$ cat config.mk
export PLATFORM = sky130hd
export DESIGN_NAME = hsn_premix
export DESIGN_NICKNAME = d
export VERILOG_FILES = /design/src/sv/hsn_pkg.sv /design/src/sv/hsn_premix.sv
export SDC_FILE = /design/constraint.sdc
export NUM_CORES = 1
export LEC_CHECK = 0
export BUFFER_PORTS_ARGS = -buffer_cell sky130_fd_sc_hd__buf_2
export CAP_MARGIN = 40
export CORE_MARGIN = 1.5
export CORE_UTILIZATION = 34
export DETAILED_ROUTE_END_ITERATION = 10
export SLEW_MARGIN = 20
export SYNTH_ARGS = -nofsm -noshare
export SYNTH_HDL_FRONTEND = slang
export SYNTH_SLANG_ARGS = --single-unit
$ cat constraint.sdc
create_clock -name clk -period 13.2 [get_ports clk]
set_input_delay 0 -clock clk [delete_from_list [all_inputs] [get_ports clk]]
set_output_delay 0 -clock clk [all_outputs]
set_load 0.02 [all_outputs]
$ cat src/sv/hsn_pkg.sv
// shared constants and types for the hashed noise word core
`default_nettype none
package hsn_pkg;

  localparam int ENTRY_W  = 14;
  localparam int BOUNCE_W = 2;
  localparam int LANES    = 4;
  localparam int DIM_W    = BOUNCE_W + $clog2(LANES);
  localparam int WORD_W   = 32;
  localparam int BYTE_W   = 8;

  localparam int TILE_GRID = 128;
  localparam logic [WORD_W-1:0] GRID_CELLS = WORD_W'(TILE_GRID * TILE_GRID);

  localparam logic [WORD_W-1:0] MIX_MUL1  = 32'h85EB_CA6B;
  localparam logic [WORD_W-1:0] MIX_MUL2  = 32'hC2B2_AE35;
  localparam logic [WORD_W-1:0] DIM_MUL   = 32'h045D_9F3B;
  localparam logic [WORD_W-1:0] SEED_XOR  = 32'h9E37_79B9;
  localparam logic [WORD_W-1:0] TILE_MUL_X = 32'd73;
  localparam logic [WORD_W-1:0] TILE_MUL_Y = 32'd157;

  typedef logic [LANES-1:0][WORD_W-1:0] lane_vec_t;

  typedef struct packed {
    logic valid;
    logic in_grid;
  } stage_ctrl_t;

endpackage
`default_nettype wire

$ cat src/sv/hsn_premix.sv
// first stage: carry-less dimension products, dimension salt and tile seed input
`default_nettype none
module hsn_premix (
  input  wire logic                              clk,
  input  wire logic                              rst,
  input  wire logic                              accept,
  input  wire logic [hsn_pkg::ENTRY_W-1:0]       entry_num,
  input  wire logic [hsn_pkg::BOUNCE_W-1:0]      bounce,
  output hsn_pkg::lane_vec_t                     lane_pre,
  output logic [hsn_pkg::WORD_W-1:0]             seed_pre,
  output hsn_pkg::stage_ctrl_t                   ctrl
);

  localparam int STEP_W = hsn_pkg::DIM_W + 1;
  localparam int ACC_W  = hsn_pkg::ENTRY_W + STEP_W;

  hsn_pkg::lane_vec_t                 lane_pre_next;
  logic [hsn_pkg::WORD_W-1:0]         seed_pre_next;
  logic [hsn_pkg::ENTRY_W-1:0]        tile_x;
  logic [hsn_pkg::ENTRY_W-1:0]        tile_y;

  always_comb begin
    logic [hsn_pkg::DIM_W-1:0] dim;
    logic [STEP_W-1:0]         step;
    logic [ACC_W-1:0]          acc;
    for (int k = 0; k < hsn_pkg::LANES; k++) begin
      dim  = {bounce, ($clog2(hsn_pkg::LANES))'(k)};
      step = STEP_W'(dim) + STEP_W'(1);
      acc  = '0;
      // carry-less product of entry and dimension+1
      for (int p = 0; p < hsn_pkg::ENTRY_W; p++) begin
        if (entry_num[p]) begin
          acc = acc ^ (ACC_W'(step) << p);
        end
      end
      lane_pre_next[k] = hsn_pkg::WORD_W'(acc) ^
                         hsn_pkg::WORD_W'(hsn_pkg::WORD_W'(dim) * hsn_pkg::DIM_MUL);
    end
  end

  assign tile_x = entry_num % hsn_pkg::ENTRY_W'(hsn_pkg::TILE_GRID);
  assign tile_y = entry_num / hsn_pkg::ENTRY_W'(hsn_pkg::TILE_GRID);

  assign seed_pre_next =
    hsn_pkg::WORD_W'(hsn_pkg::WORD_W'(tile_x) * hsn_pkg::TILE_MUL_X +
                     hsn_pkg::WORD_W'(tile_y) * hsn_pkg::TILE_MUL_Y) ^ hsn_pkg::SEED_XOR;

  always_ff @(posedge clk) begin
    lane_pre <= lane_pre_next;
    seed_pre <= seed_pre_next;
    ctrl.in_grid <= hsn_pkg::WORD_W'(entry_num) < hsn_pkg::GRID_CELLS;
    if (rst) begin
      ctrl.valid <= 1'b0;
    end else begin
      ctrl.valid <= accept;
    end
  end

endmodule
`default_nettype wire

==> results of run 1 <==
-- power by group through the flow --
stage          combinational, W  clock, W  sequential (W)
2_1_floorplan          0.000471         0        0.000504
3_3_place_gp           0.000717         0        0.000421
3_5_place_dp           0.000716         0        0.000418
4_1_cts                0.000724  0.000295        0.000412
5_1_grt                0.000809  0.000306        0.000418
6_report               0.000715  0.000281        0.000410
-- worst paths after layout --
check	cells past startpoint	startpoint	slack, ps	to
max	15	entry_num[13]	8950	seed_pre[15]
min	3	entry_num[5]	60	lane_pre[105]
-- worst max-delay path: cells and delay by family --
kind / cells / cell delay (ps)
and+or+nand+nor: 2 / 400
buffers and inverters: 3 / 420
adders and majority gates: 7 / 3240
AOI/OAI and AO/OA: 3 / 420
-- metal layers --
| metal | vias to the layer above | global-route usage [%] |
|---|---|---|
| met2 | 138 | 25.2 |
| met5 | - | 0 |
| li1 | 2163 | - |
| met1 | 1949 | 18.1 |
| met3 | 12 | 3.85 |
| met4 | 0 | 3.80 |
-- Yosys cell counts, types with 4 or more instances --
master	number	area, µm²
nor2_1	15	56.3
xor2_2	4	65.1
xnor2_1	98	858
fa_1	28	561
xor2_1	33	289
ha_1	70	876
a21oi_1	17	85.1
nor2b_1	10	62.6
buf_4	61	458
inv_2	6	22.5
o21ai_1	7	35.0
xnor2_2	7	114
inv_1	58	218
a21o_1	5	37.5
dfxtp_1	105	2100
nand2_1	58	218
buf_2	19	95.1
-- layout by cell type, fill, tap and decap left out, types with 15 or more instances in the layout --
cell type	n
buf_2	150
dfxtp_1	105
xnor2_1	98
ha_1	70
inv_1	58
nand2_1	58
xor2_1	33
conb_1	30
fa_1	28
a21oi_1	17
nor2_1	15
-- kinds of logic (layout without fill, tap and decap cells) --
group | count (synthesis) | count (layout) | share of synthesized area, %
other cells | 2 | 30 | 0.115
simple gates | 102 | 102 | 7.12
fa+ha+maj | 98 | 98 | 21.9
flops | 105 | 105 | 32.1
buf+inv | 150 | 237 | 12.8
xor+xnor | 142 | 142 | 20.2
compound gates | 54 | 54 | 5.76
-- through the flow --
| step | setup WS, ps | cells | power, W | hold WS (ps) | util [%] |
|---|---|---|---|---|---|
| finish | 8950 | 1028 | 0.00141 | 62.7 | 39.9 |
| global route | 8680 | 1028 | 0.00153 | 50.9 | 39.9 |
| CTS | 8960 | 1028 | 0.00143 | 42.7 | 39.9 |
| detailed placement | 8580 | 1008 | 0.00113 | 159 | 38.1 |
| global placement | 8660 | 1007 | 0.00114 | 156 | 38.0 |
| floorplan | 8950 | 681 | 0.000975 | 27.7 | - |
-- registers in the layout, indices dropped and copies added, names as in the netlist --
name / cells
seed_pre: 16
lane_pre: 88
ctrl: 1
-- area by class of cell --
type                            instances  area, µm²
Clock buffer                            9        225
Inverter                               64        240
Timing Repair Buffer                  157        821
Tap cell                              260        325
Clock inverter                          7       86.3
Multi-Input combinational cell        426       3720
Sequential cell                       105       2100
Fill cell                            1871      11300
==> out/qor.yml, run 1 <==
run_status:
  status: "completed"
grt:
  grt_max_degree: 35
  track_usage_pct: 14.6
  antenna_found_initial: 0
  overflow: 0
  grt_pass1_wl_um: 22300
  grt_pass1_vias: 4151
cts:
  clockRootBuffer: "clkbuf_16"
  h-tree-depth: 3
  clk_pin_slew_ps: 80
  cts_made_buffers: 9
  cts.sinks: 105
  cts_resized: 0
  tritoncts: "done"
  cts.path.max_buffers: 2
  post_cts_buffers: 0
  hold_buffers: 4
floorplanning:
  rows: 50
  core_area_um2: 18800
  die_h_um: 142
  dieArea_um2: 20100
  io_pins: 181
  initial_core_util_pct: 34.8
  die_w_um: 142
timing:
  tns_ps: 0
  fin_crit_sh_pct: 32.2
  drv_slew: 0
  maxSlewHeadroom_pct: 48.0
  post-route-min-period_ps: 4250
  setup_viol: 0
  tightest_slew_ps: 780
  rsz0062_at_grt: "no"
  timing.fmax_mhz: 235
  hold_viol: 0
routing:
  drt_iter0_drc: 119
  routed_via_density: 4.15
  firstDrtPassIters: 4
  top_layer_used: "met4"
  routedWlPerCell_um: 13.7
  wl_met3_um: 776
  drc: 0
  wl_um: 14100
  ant_nets: 0
  num_vias: 4262
  drt-met1-wl_um: 6400
  wl_met2_um: 6730
critical_path:
  crit_type: "in -> reg"
  crit_fanout: 14
  worstPathRequired_ps: 13430
  crit_top_cell: "fa_1"
  critPathMaxStageDelay_ps: 550
  cp.arrival_ps: 4490
  crit_chain: "buf_2 -> fa_1 -> fa_1 -> fa_1 -> inv_1 -> fa_1 -> inv_1 -> fa_1 -> ha_1 -> ha_1 -> nand2_1 -> nor3_1 -> a21oi_1 -> a41oi_1 -> o311ai_1"
  crit_path_end_kind: "flip-flop"
  cp-start-kind: "primary input"
  critPathSlowestCell: "fa_1"
pwr:
  power.leakage_nw: 3.61
  power_density_nw_per_um2: 187
  clkPwrFrac_pct: 20.0
  internal-power_w: 0.000825
  pwr-share-seq_pct: 29.2
  sw_frac_of_total_pct: 41.4
  vdd_drop_max_mv: 0.143
  combPwrFrac_pct: 50.8
  switchingPower_w: 0.000582
run:
  cap_violations: 0
final_layout:
  antennaDiodeCount: 0
  drive_above_1_share_pct: 25.8
  syn_to_final_growth_pct: 14.7
  nNetsFinal: 880
  design_area_um2: 7520
logic_synthesis:
  ys_ff_latch: 105
  synth-async-reset-ratio_pct: 0
  syn_area_um2: 6560
  syn_inst: 653
  synth.distinct_cells: 48
  yosysSeqAreaShare_pct: 32.1
  yosysWarnings: 0
  synth_ff_type: "dfxtp_1"
  synth.avg_cell_area_um2: 10.0
  synth_edf_count: 0
place:
  portBuffers: 150
  globalplace.congestion: 0.788
  hpwl_um: 10600
  placed_area_um2: 7170
min_path:
  holdCritPathClass: "in -> reg"
No activity file was read; power rests on OpenSTA's default activity.
==> run 2, diff against run 1 <==
- ABC_AREA: unset -> 1
- clock period: 13.2 -> 3.6 ns (I/O delays scaled with it)
==> run 2 against run 1 <==
Global-route usage rose by 1.3 points. Hold slack worse by 44 ps. Clock power rose to 3.7 times the previous value. Cell area up 13%. Die area grew 7.1%. Synthesized cell count rose by 31%. Clock-buffer cell count unchanged. First-iteration DRC count rose by 27%. Utilization is 2.0 points higher. Highest routed layer unchanged.
==> out/qor.yml, run 2 <==
grt:
  track_usage_pct: 15.9  # was 14.6%
  grt_pass1_vias: 5122  # was 4151
  grt_max_degree: 26  # was 35
  grt_pass1_wl_um: 26500  # was 22300 µm
  overflow: 0  # unchanged
  antenna_found_initial: 1  # was 0
place:
  hpwl_um: 12900  # was 10600 µm
  portBuffers: 150  # unchanged
  globalplace.congestion: 0.825  # was 0.788
  placed_area_um2: 8030  # was 7170 µm²
  placed_cells: 1252  # was 1008
timing:
  hold_viol: 0  # unchanged
  setup_viol: 0  # unchanged
  maxSlewHeadroom_pct: 61.1  # was 48.0%
  tightest_slew_ps: 584  # was 780 ps
  fin_hold_ws_ps: 18.2  # was 62.7 ps
  post-route-min-period_ps: 3590
  drv_slew: 0  # unchanged
  fin_crit_sh_pct: 99.8
  timing.fmax_mhz: 278
  rsz0062_at_grt: "yes"  # was no
cts:
  cts.sinks: 105  # unchanged
  h-tree-depth: 3  # unchanged
  clk_pin_slew_ps: 80  # about the same
  post_cts_buffers: 0  # unchanged
  cts.path.max_buffers: 2  # unchanged
  tritoncts: "done"  # unchanged
  cts_made_buffers: 9  # unchanged
  clockRootBuffer: "clkbuf_16"  # unchanged
floorplanning:
  initial_core_util_pct: 34.8  # about the same
  core_area_um2: 20200  # was 18800 µm²
  dieArea_um2: 21600  # was 20100 µm²
  die_h_um: 147  # was 142 µm
  rows: 52  # was 50
  io_pins: 181  # unchanged
  die_w_um: 147  # was 142 µm
final_layout:
  largestRegisters: "lane_pre: 88 flops, seed_pre: 16 flops, ctrl: 1 flops"  # unchanged
  syn_to_final_growth_pct: 20.6  # was 14.7%
  stdcell_count: 1272  # was 1028
  layout_common_cells: "nand2_1, buf_2, inv_1"  # was buf_2, dfxtp_1, xnor2_1
  drive_above_1_share_pct: 27.3  # was 25.8%
  mostFrequentLayoutCell: "nand2_1"  # was buf_2
  nNetsFinal: 1113  # was 880
  largest_register_ffs: 88  # unchanged
  design_area_um2: 8480  # was 7520 µm²
  regMostFlops: "lane_pre"  # unchanged
  fillerInstances: 2062  # was 1871
run:
  cap_violations: 0  # unchanged
routing:
  num_vias: 5385  # was 4262
  drc: 0  # unchanged
  wl_um: 16700  # was 14100 µm
  routed_via_density: 4.23  # was 4.15
  ant_nets: 0  # unchanged
  drt_iter0_drc: 151  # was 119
  firstDrtPassIters: 4  # unchanged
  routedWlPerCell_um: 13.1  # was 13.7 µm
logic_synthesis:
  yosysWarnings: 0  # unchanged
  syn_area_um2: 7030  # was 6560 µm²
  ys_ff_latch: 105  # unchanged
  synth.distinct_cells: 32  # was 48
  yosysTopAreaCell: "dfxtp_1"  # unchanged
  ys_top_cells_by_count: "nand2_1, inv_1, dfxtp_1"  # was dfxtp_1, xnor2_1, ha_1
  synth-async-reset-ratio_pct: 0  # unchanged
  yosysSeqAreaShare_pct: 29.9  # was 32.1%
  syn_inst: 855  # was 653
  synth_top_area_share_pct: 29.9  # was 32.1%
  synth_most_common_cell: "nand2_1"  # was dfxtp_1
  synth.avg_cell_area_um2: 8.23  # was 10.0 µm²
  synth_ff_type: "dfxtp_1"  # unchanged
  synth_area_leaders: "dfxtp_1, ha_1, nand2_1"  # was dfxtp_1, ha_1, xnor2_1
  synth_edf_count: 0  # unchanged
critical_path:
  crit_fanout: 4  # was 14
  cp-start-kind: "primary input"  # unchanged
  setup.worst_path.start: "entry_num[11]"  # was entry_num[13]
  crit_end: "seed_pre[13]"  # was seed_pre[15]
  crit_path_end_kind: "flip-flop"  # unchanged
  worstPathRequired_ps: 3910  # was 13430 ps
  cp.arrival_ps: 3910  # was 4490 ps
  crit_type: "in -> reg"  # unchanged
pwr:
  power_density_nw_per_um2: 720  # was 187 nW/µm²
  vdd_drop_max_mv: 0.754  # was 0.143 mV
  power.leakage_nw: 4.57  # was 3.61 nW
min_path:
  holdCritPathClass: "in -> reg"  # unchanged
  worstHoldPathCells: 2  # was 3
run_status:
  status: "completed"  # unchanged
==> run 2: cell types whose count changed in the layout (fill, tap and decap cells not counted), sizes merged, moves of 10 or more <==
cell | previous run | this run
xnor2 | 105 | 38
buf | 153 | 183
inv | 67 | 128
nor2 | 15 | 27
nand3 | 1 | 36
xor2 | 37 | 65
nand2 | 61 | 237
nor2b | 10 | 0
==> run 2: area by class of cell <==
| cell class | count | area, µm² | area share, % |
|---|---|---|---|
| well taps | 270 | 338 | 3.98 |
| clock buffers | 9 | 225 | 2.66 |
| multi-input cells | 569 | 4210 | 49.7 |
| repair buffers | 186 | 1040 | 12.3 |
| flip-flops and latches | 105 | 2100 | 24.8 |
| clock inverters | 7 | 83.8 | 0.988 |
| inverters | 125 | 472 | 5.56 |
| diodes | 1 | 2.50 | 0.0295 |
==> run 2: metal layers <==
layer / GRT usage (%) / vias up / share of wire (%)
met4: 6.46 / 0 / 1.8
met3: 2.83 / 23 / 5.3
li1: - / 2759 / -
met1: 19.6 / 2436 / 44
met5: 0 / - / 0
met2: 27.3 / 167 / 49
==> run 2: how the worst min path moves through the flow <==
stage,start,endpoint
6_report,entry_num[1],lane_pre[1]
5_1_grt,entry_num[1],lane_pre[1]
4_1_cts,entry_num[1],lane_pre[1]
3_5_place_dp,rst,ctrl[1]
3_3_place_gp,rst,ctrl[1]
2_1_floorplan,entry_num[1],lane_pre[1]
==> run 2: stage by stage <==
stage          TNS [ps]  util [%]  total power (W)  setup WS (ps)
2_1_floorplan     -18.4         -          0.00400          -12.1
3_3_place_gp      -2310      39.7          0.00485           -290
3_5_place_dp      -2450      39.7          0.00486           -348
4_1_cts               0      41.4          0.00594           39.7
5_1_grt            -431      41.9          0.00664           -137
6_report              0      41.9          0.00610           7.82
==> run 2: timing repair <==
item / in CTS / in global routing
hold buffers: 3 / 0
endpoints found under the setup margin: 0 / 8
gates resized for setup: 0 / 31
endpoints found under the hold margin: 2 / 0
==> run 2: worst max-delay path: stages <==
cell	delay [ps]
buf_8	100
fa_1	550
fa_2	450
fa_1	530
inv_2	40
fa_1	490
inv_2	40
fa_1	550
ha_4	220
ha_4	290
nand2_2	80
nor2_1	210
nand3_1	160
nand3_1	90
nand2_1	50
nand2_1	60
==> run 2: logic make-up after synthesis <==
family	synth area share [%]
buffers and inverters	15.2
other	0.107
adder cells (fa/ha/maj)	20.4
AND/OR/NAND/NOR	18.6
XOR/XNOR	14.5
AO/OA/AOI/OAI	1.35
flip-flops	29.9
==> run 2: where the power goes <==
part / leakage [nW] / internal (W) / total, W / switching (W)
registers: 0.884 / 0.00141 / 0.00148 / 0.0000651
clock network: 0.154 / 0.000555 / 0.00104 / 0.000486
logic: 3.53 / 0.00151 / 0.00358 / 0.00207
