**config.mk**
```make
export PLATFORM = sky130hd
export DESIGN_NAME = hsn_mix_lane
export DESIGN_NICKNAME = d
export VERILOG_FILES = /design/src/sv/hsn_pkg.sv /design/src/sv/hsn_mix_lane.sv
export SDC_FILE = /design/constraint.sdc
export NUM_CORES = 1
export LEC_CHECK = 0
export ABC_CLOCK_PERIOD_IN_PS = 9470
export BUFFER_PORTS_ARGS = -buffer_cell sky130_fd_sc_hd__buf_4
export CORE_MARGIN = 4
export CORE_UTILIZATION = 40
export DETAILED_ROUTE_END_ITERATION = 6
export MAX_ROUTING_LAYER = met4
export PLACE_DENSITY = 0.6
export SLEW_MARGIN = 30
export SYNTH_ARGS = -nofsm -noshare
export SYNTH_HDL_FRONTEND = slang
export SYNTH_SLANG_ARGS = --single-unit
```
**constraint.sdc**
```tcl
create_clock -name clk -period 9.47 [get_ports clk]
set_input_delay 0.947 -clock clk [delete_from_list [all_inputs] [get_ports clk]]
set_output_delay 0.947 -clock clk [all_outputs]
set_load 0.05 [all_outputs]
```
**src/sv/hsn_pkg.sv**
```systemverilog
// shared constants and types for the hashed noise word core
`default_nettype none
package hsn_pkg;

  localparam int ENTRY_W  = 14;
  localparam int BOUNCE_W = 2;
  localparam int LANES    = 4;
  localparam int DIM_W    = BOUNCE_W + $clog2(LANES);
  localparam int WORD_W   = 32;
  localparam int BYTE_W   = 8;

  localparam int TILE_GRID = 128;
  localparam logic [WORD_W-1:0] GRID_CELLS = WORD_W'(TILE_GRID * TILE_GRID);

  localparam logic [WORD_W-1:0] MIX_MUL1  = 32'h85EB_CA6B;
  localparam logic [WORD_W-1:0] MIX_MUL2  = 32'hC2B2_AE35;
  localparam logic [WORD_W-1:0] DIM_MUL   = 32'h045D_9F3B;
  localparam logic [WORD_W-1:0] SEED_XOR  = 32'h9E37_79B9;
  localparam logic [WORD_W-1:0] TILE_MUL_X = 32'd73;
  localparam logic [WORD_W-1:0] TILE_MUL_Y = 32'd157;

  typedef logic [LANES-1:0][WORD_W-1:0] lane_vec_t;

  typedef struct packed {
    logic valid;
    logic in_grid;
  } stage_ctrl_t;

endpackage
`default_nettype wire

```
**src/sv/hsn_mix_lane.sv**
```systemverilog
// two-stage 32-bit finalizer lane, one constant multiply per stage
`default_nettype none
module hsn_mix_lane (
  input  wire logic                          clk,
  input  wire logic [hsn_pkg::WORD_W-1:0]    din,
  output logic [hsn_pkg::WORD_W-1:0]         dout
);

  logic [hsn_pkg::WORD_W-1:0] m1;
  logic [hsn_pkg::WORD_W-1:0] m2;
  logic [hsn_pkg::WORD_W-1:0] m1_next;
  logic [hsn_pkg::WORD_W-1:0] m2_next;

  assign m1_next = hsn_pkg::WORD_W'((din ^ (din >> 16)) * hsn_pkg::MIX_MUL1);
  assign m2_next = hsn_pkg::WORD_W'((m1 ^ (m1 >> 13)) * hsn_pkg::MIX_MUL2);

  always_ff @(posedge clk) begin
    m1 <= m1_next;
    m2 <= m2_next;
  end

  assign dout = m2 ^ (m2 >> 16);

endmodule
`default_nettype wire

```
==> results of run 1 <==
==> cells in the final DEF, fill, tap and decap left out, types with 2 or more instances in the layout <==
master | netlist | final
inv_1 | 634 | 634
fa_1 | 389 | 389
ha_1 | 373 | 373
xnor2_1 | 112 | 112
buf_4 | 16 | 68
dfxtp_1 | 64 | 64
xor2_1 | 61 | 60
nor2_1 | 46 | 46
a21oi_1 | 45 | 45
nand2_1 | 19 | 19
nor3_1 | 16 | 16
o21ai_0 | 15 | 15
a21o_1 | 13 | 13
o21a_1 | 13 | 13
nand3_1 | 9 | 9
o21bai_1 | 9 | 9
clkbuf_16 | 0 | 9
nor2b_1 | 6 | 6
nand2b_1 | 5 | 5
a211oi_1 | 5 | 5
and3_1 | 4 | 4
or2_2 | 4 | 4
nand4_1 | 4 | 4
o211ai_1 | 4 | 4
a2111o_1 | 3 | 3
o311ai_1 | 3 | 3
a31oi_1 | 3 | 3
and2_1 | 3 | 3
o21ai_1 | 3 | 3
o31ai_1 | 3 | 3
o22ai_1 | 2 | 2
o31a_1 | 2 | 2
a21o_2 | 2 | 2
or3_1 | 2 | 2
nand4b_1 | 2 | 2
clkinvlp_4 | 0 | 2
==> state kept, by name (all words and copies together) (netlist names) <==
name	flops
m1	32
m2	32
==> metal layers <==
layer / global-route usage / vias to the layer above / wire length, um
li1: - / 5885 / -
met1: 0.234 / 6297 / 20100
met2: 0.373 / 293 / 26300
met3: 0.0186 / 121 / 1580
met4: 0.107 / 0 / 3170
met5: - / - / 0
==> path summary, 6_finish.rpt <==
kind | start | endpoint | slack (ns) | depth (start not counted)
max | m1[19]$_DFF_P_ | m2[30]$_DFF_P_ | 1.76 | 22
min reg2reg | m1[0]$_DFF_P_ | m2[0]$_DFF_P_ | 0.67 | 2
max reg2reg | m1[19]$_DFF_P_ | m2[30]$_DFF_P_ | 1.76 | 22
min | m1[0]$_DFF_P_ | m2[0]$_DFF_P_ | 0.67 | 2
==> logic make-up (layout without fill, tap and decap cells) <==
group,count (synthesis),count (layout),synth area share
compound gates,139,139,0.0491
xor+xnor,173,173,0.0782
fa+ha+maj,762,762,0.643
buf+inv,654,718,0.130
flops,64,64,0.0662
mux,2,2,0.00110
simple gates,127,127,0.0324
==> worst max-delay path: cells and delay by family (launching register included) <==
family | cells | cell delay, ns
compound gates | 4 | 1.26
simple gates | 2 | 0.67
buf+inv | 6 | 0.62
fa+ha+maj | 8 | 3.48
flops | 1 | 0.59
xor+xnor | 2 | 0.97
==> cell type report <==
class / count / area share
Tap cell: 615 / 0.0370
Multi-Input combinational cell: 1203 / 0.748
Clock inverter: 6 / 0.00324
Sequential cell: 64 / 0.0615
Clock buffer: 10 / 0.0115
Timing Repair Buffer: 68 / 0.0245
Inverter: 634 / 0.114
==> metrics by stage <==
| step | hold slack (ns) | utilization | setup slack, ns | instance area (um2) | cells |
|---|---|---|---|---|---|
| after global routing | 0.686 | 0.435 | 1.51 | 20800 | 2600 |
| after CTS | 0.668 | 0.435 | 1.81 | 20800 | 2600 |
| after detailed placement | 0.664 | 0.429 | 1.61 | 20500 | 2584 |
| final | 0.671 | 0.435 | 1.76 | 20800 | 2600 |
| after floorplan | 0.545 | - | 2.38 | 19400 | 1921 |
| after global placement | 0.669 | 0.429 | 1.65 | 20500 | 2584 |
==> flow_summary.json, run 1 <==
{
  "cts_root_buffer": "clkbuf_16",
  "rsz0062_at_grt": "false",
  "die_h_um": 228,
  "track_usage": 0.209,
  "synth_top_area_share": 0.402,
  "yosys-top-cells-area": "fa_1, ha_1, inv_1",
  "die_w_um": 228,
  "vias": 12596,
  "grt_pass1_wl_um": 80500,
  "cpMaxStageDelayCell": "xor2_1",
  "hold_path.class": "reg2reg",
  "finalSetupViolations": 0,
  "synth_common_cells": "inv_1, fa_1, ha_1",
  "pin_count": 65,
  "cp.arrival_ns": 7.94,
  "first_pass_iters": 4,
  "clk_latency_ns": 0.36,
  "ys.flop_type": "dfxtp_1",
  "remaining_drc_errors": 0,
  "syn_area_per_cell_um2": 10.1,
  "cts_sinks": 64,
  "postSynthCellCount": 1921,
  "status": "completed",
  "nFillCells": 4649,
  "seqCellArea_um2": 1280,
  "path_max_fanout": 6,
  "synth.most_common_cell": "inv_1",
  "antenna_found_initial": 0,
  "yosysWarnings": 0,
  "h-tree-depth": 3,
  "rows": 80,
  "grt_max_degree": 13,
  "clk_pin_slew_ns": 0.06,
  "holdBufCountCts": 0,
  "place_hpwl_um": 47400,
  "area_growth_pct": 7.53,
  "fin_tns_setup_ns": 0,
  "clock_skew_ns": 0.00834,
  "initial_utilization": 0.405,
  "synth_edf_count": 0,
  "final_nets": 2775,
  "ys_async_sr_fraction": 0,
  "n_antenna_cell": 0,
  "period_share": 0.815,
  "crit_chain": "xor2_1 -> inv_1 -> xnor2_1 -> inv_1 -> fa_1 -> fa_1 -> inv_1 -> fa_1 -> fa_1 -> inv_1 -> ha_1 -> fa_1 -> inv_1 -> fa_1 -> inv_1 -> ha_1 -> or4_1 -> a21oi_1 -> nor3b_2 -> a21oi_1 -> o21a_1 -> o311ai_1",
  "synthDistinctLibCells": 59,
  "slew_violations": 0,
  "io_buffers": 64,
  "fin_crit_ns": 7.71,
  "cts_tree": "built",
  "core_area_um2": 47800,
  "post_cts_buffers": 0,
  "drt_iter0_markers": 426,
  "ys_ff_latch": 64,
  "maxSlewHeadroom": 0.364,
  "overflow": 0,
  "syn-num-nets": 2716,
  "ant_nets": 0,
  "drt-wirelength-per-cell_um": 19.7,
  "syn-cell-area_um2": 19400,
  "cts_buffers": 9,
  "crit_type": "reg2reg",
  "clock_path_buffers": 2,
  "worstSetupStartpointType": "register",
  "maxCapViolations": 0,
  "wirelength_um": 51200,
  "cts_resized": 0,
  "synth_largest_area_cell": "fa_1",
  "slowest_delay_ns": 0.65,
  "avgViaCountPerCell": 4.84,
  "place_congestion": 0.972,
  "max_clock_freq_mhz": 130,
  "worst_pin_slew_ns": 0.951,
  "drive_gt1_frac": 0.0494,
  "cp-end-kind": "register",
  "seq_area_frac_synth": 0.0662,
  "multiInputGateArea_um2": 15600,
  "finalHoldViolations": 0,
  "dieArea_um2": 52000,
  "grt_pass1_vias": 14522,
  "crit_required_ns": 9.70
}
Power of run 1 is left out: the tool's default activity adds up to more than one toggle a clock period on the data nets, which glitch-free logic cannot reach.
==> inputs of run 2 (changes only) <==
--- a/config.mk
+++ b/config.mk
@@ -5,7 +5,7 @@
 export SDC_FILE = /design/constraint.sdc
 export NUM_CORES = 1
 export LEC_CHECK = 0
-export ABC_CLOCK_PERIOD_IN_PS = 9470
+export ABC_CLOCK_PERIOD_IN_PS = 7100
 export BUFFER_PORTS_ARGS = -buffer_cell sky130_fd_sc_hd__buf_4
 export CORE_MARGIN = 4
 export CORE_UTILIZATION = 40
==> constraint.sdc (replaced) <==
create_clock -name clk -period 7.1 [get_ports clk]
set_input_delay 0.71 -clock clk [delete_from_list [all_inputs] [get_ports clk]]
set_output_delay 0.71 -clock clk [all_outputs]
set_load 0.05 [all_outputs]
==> flow_summary.json, run 2 (synthesized netlist as in run 1, its figures left out) <==
{
  "cts_buffers": 9,
  "avgViaCountPerCell": 4.77,
  "cp_common_cell": "fa_1",
  "place_hpwl_um": 50300,
  "io_buffers": 64,
  "clock_skew_ns": 0.0136,
  "fin_crit_ns": 6.83,
  "drt-wirelength-per-cell_um": 19.9,
  "holdBufCountCts": 0,
  "rsz0062_at_grt": "false",
  "h-tree-depth": 3,
  "maxCapViolations": 0,
  "path_max_fanout": 6,
  "first_pass_iters": 5,
  "crit_buf_inv": 7,
  "hold_path.class": "reg2reg",
  "cp-end-kind": "register",
  "area_growth_pct": 11.3,
  "cts_resized": 0,
  "grt_max_degree": 14,
  "die_w_um": 228,
  "pin_count": 65,
  "dieArea_um2": 52000,
  "nFillCells": 4593,
  "clock_path_buffers": 2,
  "clk_pin_slew_ns": 0.06,
  "overflow": 0,
  "ant_nets": 0,
  "grt_pass1_wl_um": 83300,
  "core_area_um2": 47800,
  "remaining_drc_errors": 0,
  "final_common_cell": "inv_1",
  "slew_violations": 0,
  "cts_tree": "built",
  "antenna_found_initial": 0,
  "crit_family": "adder cells",
  "final_cell_mix": "inv_1, fa_1, ha_1, buf_4, xnor2_1",
  "n_antenna_cell": 0,
  "finalHoldViolations": 0,
  "place_congestion": 0.960,
  "grt_pass1_vias": 14936,
  "wirelength_um": 53500,
  "reg.largest.list": "m1 x32, m2 x32",
  "initial_utilization": 0.405,
  "worst_pin_slew_ns": 0.731,
  "crit_required_ns": 7.33,
  "max_clock_freq_mhz": 146,
  "status": "completed",
  "cp.arrival_ns": 7.07,
  "fin_tns_setup_ns": 0,
  "rows": 80,
  "worstSetupStartpointType": "input pin",
  "finalNonFillerCells": 2691,
  "final_nets": 2866,
  "post-route-util": 0.450,
  "slowest_delay_ns": 0.57,
  "vias": 12826,
  "clk_latency_ns": 0.36,
  "drive_gt1_frac": 0.0930,
  "drt_iter0_markers": 585,
  "post_cts_buffers": 0,
  "cts_sinks": 64,
  "period_share": 0.962,
  "track_usage": 0.218,
  "cts_root_buffer": "clkbuf_16",
  "dp.cells": 2675,
  "cpMaxStageDelayCell": "fa_1",
  "die_h_um": 228,
  "maxSlewHeadroom": 0.511,
  "crit_type": "in2reg",
  "finalSetupViolations": 0
}
==> run 2: cell count changes in the layout (fill, tap and decap cells not counted), sizes merged <==
cell | before | now
clkinv | 2 | 1
clkbuf | 10 | 9
clkinvlp | 2 | 3
inv | 635 | 636
buf | 68 | 159
==> run 2: path summary, 6_finish.rpt <==
| kind | endpoint | cells after the start | slack [ns] | startpoint |
|---|---|---|---|---|
| max | m1[27]$_DFF_P_ | 25 | 0.27 | din[19] |
| max reg2reg | m2[26]$_DFF_P_ | 21 | 0.29 | m1[14]$_DFF_P_ |
| min reg2reg | m2[1]$_DFF_P_ | 2 | 0.65 | m1[1]$_DFF_P_ |
| min | m2[1]$_DFF_P_ | 2 | 0.65 | m1[1]$_DFF_P_ |
==> run 2: cell type report <==
cell class / count / area [um2] / share of cell area
multi-input cells: 1203 / 15600 / 0.724
well taps: 615 / 769 / 0.0357
flip-flops and latches: 64 / 1280 / 0.0595
repair buffers: 159 / 1210 / 0.0560
clock buffers: 9 / 225 / 0.0105
inverters: 634 / 2380 / 0.110
clock inverters: 7 / 78.8 / 0.00366
==> run 2: through the flow <==
stage	setup WS [ns]	cell area (um2)	hold slack, ns
after detailed placement	-0.244	21200	0.639
after global routing	0.00253	21500	0.650
final	0.270	21500	0.650
after floorplan	0.246	19400	0.545
after CTS	0.0536	21500	0.642
after global placement	-0.212	21200	0.632
==> run 2: tightest hold or removal path, delay by kind of cell, from the launching register on <==
kind,cells,cell delay [ns]
flip-flops,1,0.33
buffers and inverters,1,0.19
XOR/XNOR,1,0.06
==> run 2: per-layer routing <==
metal	part of all wire	wire length (um)	GRT usage
met2	0.53	28100	0.397
met5	0	0	-
met3	0.026	1380	0.0200
met1	0.39	20900	0.242
met4	0.057	3070	0.103
Power of run 2 is left out for the same reason.
==> inputs of run 3 (changes only) <==
--- a/config.mk
+++ b/config.mk
@@ -7,11 +7,13 @@
 export LEC_CHECK = 0
 export ABC_CLOCK_PERIOD_IN_PS = 7100
 export BUFFER_PORTS_ARGS = -buffer_cell sky130_fd_sc_hd__buf_4
+export CELL_PAD_IN_SITES_DETAIL_PLACEMENT = 0
+export CELL_PAD_IN_SITES_GLOBAL_PLACEMENT = 1
 export CORE_MARGIN = 4
 export CORE_UTILIZATION = 40
 export DETAILED_ROUTE_END_ITERATION = 6
 export MAX_ROUTING_LAYER = met4
-export PLACE_DENSITY = 0.6
+export PLACE_DENSITY = 0.72
 export SLEW_MARGIN = 30
 export SYNTH_ARGS = -nofsm -noshare
 export SYNTH_HDL_FRONTEND = slang
==> flow_summary.json, run 3 (synthesized netlist as in run 1, its figures left out) <==
{
  "place_congestion": 0.990,
  "fin_crit_ns": 6.78,
  "place_hpwl_um": 48300,
  "r2r_end": "m2[26]$_DFF_P_",
  "crit_path_end": "m2[26]$_DFF_P_",
  "overflow": 0,
  "cp.arrival_ns": 7.02,
  "maxCapViolations": 0,
  "crit_required_ns": 7.35,
  "reg2reg_from": "m1[14]$_DFF_P_",
  "remaining_drc_errors": 0,
  "cp-end-kind": "register",
  "final_nets": 2841,
  "core_area_um2": 47800,
  "reg2regPathDepth": 22,
  "drt-wirelength-per-cell_um": 19.3,
  "final_cell_area_um2": 21400,
  "post_cts_buffers": 0,
  "drt_iter0_markers": 544,
  "grt_max_degree": 14,
  "reg.largest.list": "m1 x32, m2 x32",
  "clk_latency_ns": 0.36,
  "wirelength_um": 51400,
  "nFillCells": 4686,
  "pin_count": 65,
  "first_pass_iters": 5,
  "track_usage": 0.207,
  "placed_area_um2": 21000,
  "hold_path.class": "reg2reg",
  "clock_path_buffers": 2,
  "h-tree-depth": 3,
  "worstSetupStartpoint": "m1[14]$_DFF_P_",
  "period_share": 0.955,
  "cts_sinks": 64,
  "vias": 12726,
  "cts_root_buffer": "clkbuf_16",
  "area_growth_pct": 10.3,
  "holdBufCountCts": 0,
  "initial_utilization": 0.405,
  "finalHoldViolations": 0,
  "ant_nets": 0,
  "rows": 80,
  "antenna_found_initial": 0,
  "dieArea_um2": 52000,
  "finalSetupViolations": 0,
  "grt_pass1_wl_um": 80100,
  "status": "completed",
  "slew_violations": 0,
  "die_w_um": 228,
  "worstSetupStartpointType": "register",
  "rsz0062_at_grt": "false",
  "cts_tree": "built",
  "clk_pin_slew_ns": 0.06,
  "cts_buffers": 9,
  "fin_tns_setup_ns": 0,
  "io_buffers": 64,
  "grt_pass1_vias": 14066,
  "regToRegSetupSlack_ns": 0.32,
  "max_clock_freq_mhz": 148,
  "final_cell_mix": "inv_1, fa_1, ha_1, buf_4, xnor2_1",
  "die_h_um": 228,
  "crit_type": "reg2reg",
  "n_antenna_cell": 0,
  "maxSlewHeadroom": 0.491,
  "clock_skew_ns": 0.0169,
  "avgViaCountPerCell": 4.77,
  "path_max_fanout": 5,
  "worst_pin_slew_ns": 0.761,
  "final_common_cell": "inv_1",
  "drive_gt1_frac": 0.0804
}
run 3: timing repair:
action                     4_1_cts  5_1_grt
resized for setup                0        2
setup endpoints to repair        0        5
hold endpoints to repair         0        0
run 3: worst min-delay path by stage:
stage | startpoint | slack, ns | endpoint | cells past startpoint
5_1_grt | m1[0]$_DFF_P_ | 0.76 | m2[0]$_DFF_P_ | 2
6_report | m1[0]$_DFF_P_ | 0.72 | m2[0]$_DFF_P_ | 2
3_5_place_dp | m1[0]$_DFF_P_ | 0.72 | m2[0]$_DFF_P_ | 2
2_1_floorplan | m1[1]$_DFF_P_ | 0.55 | m2[1]$_DFF_P_ | 1
4_1_cts | m1[0]$_DFF_P_ | 0.72 | m2[0]$_DFF_P_ | 2
3_3_place_gp | m1[0]$_DFF_P_ | 0.73 | m2[0]$_DFF_P_ | 2
run 3: through the flow:
stage          cells  setup slack, ns  utilization  hold WS, ns
2_1_floorplan   1921            0.246            -        0.545
3_3_place_gp    2650           0.0455        0.439        0.729
3_5_place_dp    2650          0.00207        0.439        0.721
4_1_cts         2666            0.177        0.446        0.719
5_1_grt         2666           0.0188        0.447        0.757
6_report        2666            0.321        0.447        0.719
run 3: metal layers:
| layer | up-vias | track usage | share of wire |
|---|---|---|---|
| met5 | - | - | 0 |
| met2 | 253 | 0.381 | 0.54 |
| met1 | 6393 | 0.248 | 0.41 |
| met3 | 48 | 0.0136 | 0.024 |
| li1 | 6032 | - | - |
| met4 | 0 | 0.0496 | 0.026 |
run 3: area by class of cell:
| class | count | area (um2) | area share |
|---|---|---|---|
| clock buffers | 9 | 225 | 0.0105 |
| clock inverters | 7 | 125 | 0.00585 |
| inverters | 634 | 2380 | 0.111 |
| multi-input cells | 1203 | 15600 | 0.729 |
| flip-flops and latches | 64 | 1280 | 0.0599 |
| well taps | 615 | 769 | 0.0360 |
| repair buffers | 134 | 1010 | 0.0471 |
run 3: worst max-delay path, stage by stage, from the launching register on:
cell,delay (ns)
dfxtp_1,0.47
xor2_1,0.51
ha_1,0.30
inv_1,0.11
fa_1,0.42
inv_1,0.08
fa_1,0.43
fa_1,0.42
fa_1,0.49
ha_1,0.30
fa_1,0.48
inv_1,0.05
fa_1,0.47
inv_1,0.04
ha_1,0.36
a21oi_1,0.16
nor2b_1,0.07
or4_1,0.43
a21oi_1,0.25
nor3b_2,0.12
a21o_1,0.21
a2111o_1,0.41
o311ai_1,0.10
Power of run 3 is left out for the same reason.
